$ cat src/hdl/deadband_sample_logger_assert.svh
// Assertion macros for the deadband sample logger.
// Included by the top level; needs nothing else.
`ifndef DEADBAND_SAMPLE_LOGGER_ASSERT_SVH
`define DEADBAND_SAMPLE_LOGGER_ASSERT_SVH

// Same-cycle implication, checked out of reset.
`define DSL_ASSERT_NOW(lbl, clk, rstn, ante, cons) \
  lbl: assert property (@(posedge clk) disable iff (!rstn) (ante) |-> (cons)) \
    else $error("deadband_sample_logger: same-cycle check failed");

// Next-cycle implication, checked out of reset.
`define DSL_ASSERT_NEXT(lbl, clk, rstn, ante, cons) \
  lbl: assert property (@(posedge clk) disable iff (!rstn) (ante) |=> (cons)) \
    else $error("deadband_sample_logger: next-cycle check failed");

`endif

$ cat src/hdl/dsl_pkg.sv
// Shared codes, constants and types of the deadband sample logger.
// No dependencies.
`default_nettype none
package dsl_pkg;
  localparam int CHANNELS_DEF   = 16;
  localparam int RING_DEPTH_DEF = 32;

  localparam logic [1:0] CMD_POLL    = 2'd0;
  localparam logic [1:0] CMD_RECORD  = 2'd1;
  localparam logic [1:0] CMD_QUERY   = 2'd2;
  localparam logic [1:0] CMD_CURRENT = 2'd3;

  localparam logic [2:0] ST_STORED     = 3'd0;
  localparam logic [2:0] ST_NOT_DUE    = 3'd1;
  localparam logic [2:0] ST_SUPPRESSED = 3'd2;
  localparam logic [2:0] ST_READ_FAIL  = 3'd3;
  localparam logic [2:0] ST_NO_CHANNEL = 3'd4;
  localparam logic [2:0] ST_MATCH      = 3'd5;
  localparam logic [2:0] ST_QUERY_END  = 3'd6;
  localparam logic [2:0] ST_CURRENT    = 3'd7;

  localparam logic [2:0] REG_ACTIVE_CHANNELS = 3'd0;
  localparam logic [2:0] REG_CHANNEL_ENABLE  = 3'd1;
  localparam logic [2:0] REG_POLL_INTERVAL   = 3'd2;
  localparam logic [2:0] REG_DEADBAND        = 3'd3;
  localparam logic [2:0] REG_COMPRESS_MODE   = 3'd4;

  localparam logic [1:0] CMP_NONE     = 2'd0;
  localparam logic [1:0] CMP_DEADBAND = 2'd1;
  localparam logic [1:0] CMP_SWING    = 2'd2;

  localparam logic [7:0]  QUAL_GOOD         = 8'd192;
  localparam logic [31:0] POLL_INTERVAL_RST = 32'd1000;
  localparam logic [15:0] CHANNEL_EN_RST    = 16'hFFFF;

  typedef struct packed {
    logic [47:0]        tstamp;
    logic signed [31:0] value;
    logic [7:0]         quality;
  } ring_entry_t;
endpackage
`default_nettype wire

$ cat src/hdl/dsl_chan_mem.sv
// Per-channel state memory with a registered read.
// Valid bits make unwritten entries read as zero after reset. Uses dsl_pkg.
`default_nettype none
module dsl_chan_mem #(
  parameter int DEPTH = 16,
  parameter int AW    = 4,
  parameter int DW    = 8
) (
  input  wire logic          clk,
  input  wire logic          rst_n,
  input  wire logic          rd_en,
  input  wire logic [AW-1:0] rd_addr,
  output logic [DW-1:0]      rd_data,
  input  wire logic          wr_en,
  input  wire logic [AW-1:0] wr_addr,
  input  wire logic [DW-1:0] wr_data
);
  import dsl_pkg::*;

  logic [DW-1:0]    mem [DEPTH];
  logic [DEPTH-1:0] valid_r;

  always_ff @(posedge clk) begin
    if (wr_en) begin
      mem[wr_addr] <= wr_data;
    end
  end

  always_ff @(posedge clk) begin
    if (!rst_n) begin
      valid_r <= '0;
    end else if (wr_en) begin
      valid_r[wr_addr] <= 1'b1;
    end
  end

  // hold read data until the next read
  always_ff @(posedge clk) begin
    if (rd_en) begin
      rd_data <= valid_r[rd_addr] ? mem[rd_addr] : '0;
    end
  end
endmodule
`default_nettype wire

$ cat config.mk
export PLATFORM = sky130hd
export DESIGN_NAME = dsl_chan_mem
export DESIGN_NICKNAME = d
export VERILOG_FILES = /design/src/hdl/deadband_sample_logger_assert.svh /design/src/hdl/dsl_pkg.sv /design/src/hdl/dsl_chan_mem.sv
export SDC_FILE = /design/constraint.sdc
export NUM_CORES = 1
export LEC_CHECK = 0
export BUFFER_PORTS_ARGS = -buffer_cell sky130_fd_sc_hd__buf_2
export CAP_MARGIN = 20
export CELL_PAD_IN_SITES_DETAIL_PLACEMENT = 0
export CELL_PAD_IN_SITES_GLOBAL_PLACEMENT = 2
export CORE_MARGIN = 2
export CORE_UTILIZATION = 43
export DETAILED_ROUTE_END_ITERATION = 8
export PLACE_DENSITY = 0.81
export SLEW_MARGIN = 20
export SYNTH_ARGS = -nofsm -noshare
export SYNTH_HDL_FRONTEND = slang
export SYNTH_SLANG_ARGS = --single-unit
$ cat constraint.sdc
create_clock -name clk -period 2.07 [get_ports clk]
set_clock_uncertainty 0.15 [all_clocks]
set_input_delay 0.3105 -clock clk [delete_from_list [all_inputs] [get_ports clk]]
set_output_delay 0.3105 -clock clk [all_outputs]
set_load 0.01 [all_outputs]
==> results.cfg <==
[outcome]
status = finished clean

[yosys]
synth_top_family_by_area = multiplexers
yosysTopAreaCell = edfxtp_1
netlist_area_um2 = 5740
synth-edff-count = 136
ys_ff_latch = 152
synthFlopType = edfxtp_1
yosys-mux-area-fraction_pct = 14.1
synth_most_common_cell = edfxtp_1
synth_area_leaders = edfxtp_1 71%, mux4_2 14%, dfxtp_1 5.6%, a22oi_1 2.1%, o21a_1 2.1%
seq_area_frac_synth_pct = 76.7
synth_xor_area_share_pct = 0
synth_compound_area_share_pct = 5.21
async_reset_ff_share_pct = 0
synth_nets = 291
ys.warnings.count = 0
syn-mean-instance-area_um2 = 21.2
syn_inst = 271
synth_common_cells = 136 x edfxtp_1, 36 x mux4_2, 16 x a22oi_1, 16 x dfxtp_1, 16 x o21a_1
synthDistinctLibCells = 23
synthAdderAreaFrac_pct = 0
synth-simple-area-share_pct = 2.66
yosysTopAreaCellShare_pct = 71.1

[routing]
first_pass_iters = 4
via_per_inst = 5.41
wl_per_cell_um = 20.7
drcViolationCount = 0
vias = 2796
wirelength_um = 10700
drt_iter0_markers = 221
drtAntennaViolNets = 0

[pwr]
p_sw_mw = 1.33
cellPowerDensity_nw_per_um2 = 1000
p_seq_share_pct = 49.7
clockPowerShare_pct = 45.7
power.total_mw = 6.89
p_int_mw = 5.56
switching_share_pct = 19.3
p_leak_nw = 2.28
p_comb_share_pct = 4.7
vdd_ir_drop_max_mv = 0.448

[clock_network]
cts_resized = 0
clk_latency_ps = 410
postCtsSetupRepairBufs = 0
cts_inserted_buffers = 17
htree_levels = 4
cts.clk_slew.worst_paths_ps = 60
clockRootBuffer = clkbuf_16
ctsHoldBuffers = 0
cts_tree = built
clk_path_buf_depth = 2
cts_sinks = 152

[sta]
fin_crit_ps = 1720
hold_slack_ps = 102
slew_headroom_pct = 41.6
worst_slew_pin_slew_ps = 872
finalCritPeriodShare_pct = 83.2
max_freq_mhz = 581
grt_setup_unrepaired = no
tns_ps = 0
hold_viol_final = 0
drv_slew = 0
setup_viol = 0

[global_routing]
overflow = 0
grt_pass1_vias = 2910
grt_pass1_wl_um = 16900
gr-usage-all-layers_pct = 16.5
grt_start_max_net_pins = 21
antenna_found_initial = 0

[floorplan]
die_area_um2 = 14300
die_w_um = 120
die_height_um = 120
ios = 28
core_area_um2 = 13100
rows = 42
initial_utilization_pct = 43.7

[place]
gp_congestion = 0.744
dpl_cell_area_um2 = 6280
numPortBuffers = 27
dpl.hpwl_um = 6870

[final_layout]
area_delta_synth_final_pct = 20.0
diodes = 0
n_fill_cell = 1048
nNetsFinal = 348
design_area_um2 = 6890
drive_gt1_share_pct = 34.9

[setup_path]
cpPeakStageDelay_ps = 450
path_buf_inv = 0
crit_chain = mux4_2, a22o_2, nor2_8, a21oi_1
endpoint_kind = register
cp_max_fo = 8
worstPathArrival_ps = 1730
crit_family = multiplexers
slowest_stage = mux4_2
crit_type = reg2reg
cp.required_ps = 2080
start_kind = register

[flow_run]
drv_cap = 0

[min_path]
holdCritPathClass = in2reg
-- power by group through the flow --
stage | Clock, mW | Combinational, mW | Sequential [mW]
finish | 3.15 | 0.321 | 3.42
global route | 3.33 | 0.350 | 3.43
CTS | 3.19 | 0.327 | 3.42
detailed placement | 0 | 0.327 | 3.49
global placement | 0 | 0.322 | 3.48
floorplan | 0 | 0.178 | 3.49
-- final cells by class --
| type | count | area (µm²) | area share (%) |
|---|---|---|---|
| multi-input cells | 106 | 1260 | 18.3 |
| clock buffers | 19 | 433 | 6.29 |
| well taps | 176 | 220 | 3.20 |
| flip-flops and latches | 152 | 4400 | 63.9 |
| repair buffers | 51 | 390 | 5.67 |
| clock inverters | 13 | 178 | 2.58 |
-- per-stage QoR --
step           setup WS [ps]  util, %  cells
6_report                 347     52.4    517
2_1_floorplan           63.7        -    271
4_1_cts                  351     52.4    517
5_1_grt                  287     52.4    517
3_5_place_dp           -29.7     47.8    485
3_3_place_gp            1.95     47.8    485
-- placed cells by master, fill, tap and decap left out --
master,instances
nand3_1,1
a22oi_1,16
clkinv_2,3
a21oi_1,8
nor2b_1,2
nand2_1,1
clkbuf_1,2
nor2_8,1
buf_12,6
nand3b_1,2
nor2_1,13
buf_4,18
a22o_2,1
or3b_2,1
nand2b_1,2
clkinvlp_4,4
nor3_1,4
buf_2,27
mux4_2,36
clkinv_1,1
edfxtp_1,136
clkbuf_16,17
o21a_1,16
and2_1,1
dfxtp_1,16
a22o_1,1
inv_6,1
bufinv_16,4
-- per-layer routing --
metal | GRT usage, % | vias to the layer above | wire length [µm]
met5 | 0 | - | 0
met4 | 5.07 | 0 | 116
met3 | 4.75 | 8 | 571
met2 | 25.9 | 70 | 5290
met1 | 22.7 | 1468 | 4710
li1 | - | 1250 | -
-- sequential cells by signal, indices dropped and copies added, names as in the netlist --
register / cells
mem: 128
valid_r: 16
rd_data: 8
-- final timing paths --
path	cells after the start	slack, ps	from	endpoint
max	4	350	valid_r[9]	rd_data[3]
min	1	100	rd_en	rd_data[3]
max reg2reg	4	350	valid_r[9]	rd_data[3]
min reg2reg	1	310	valid_r[14]	valid_r[14]
-- logic make-up (layout without fill, tap and decap cells) --
kind of cell    Yosys count  after routing
buf+inv                  13             83
compound gates           42             42
simple gates             28             28
flops                   152            152
mux                      36             36
Power figures use the tool's default switching activity.
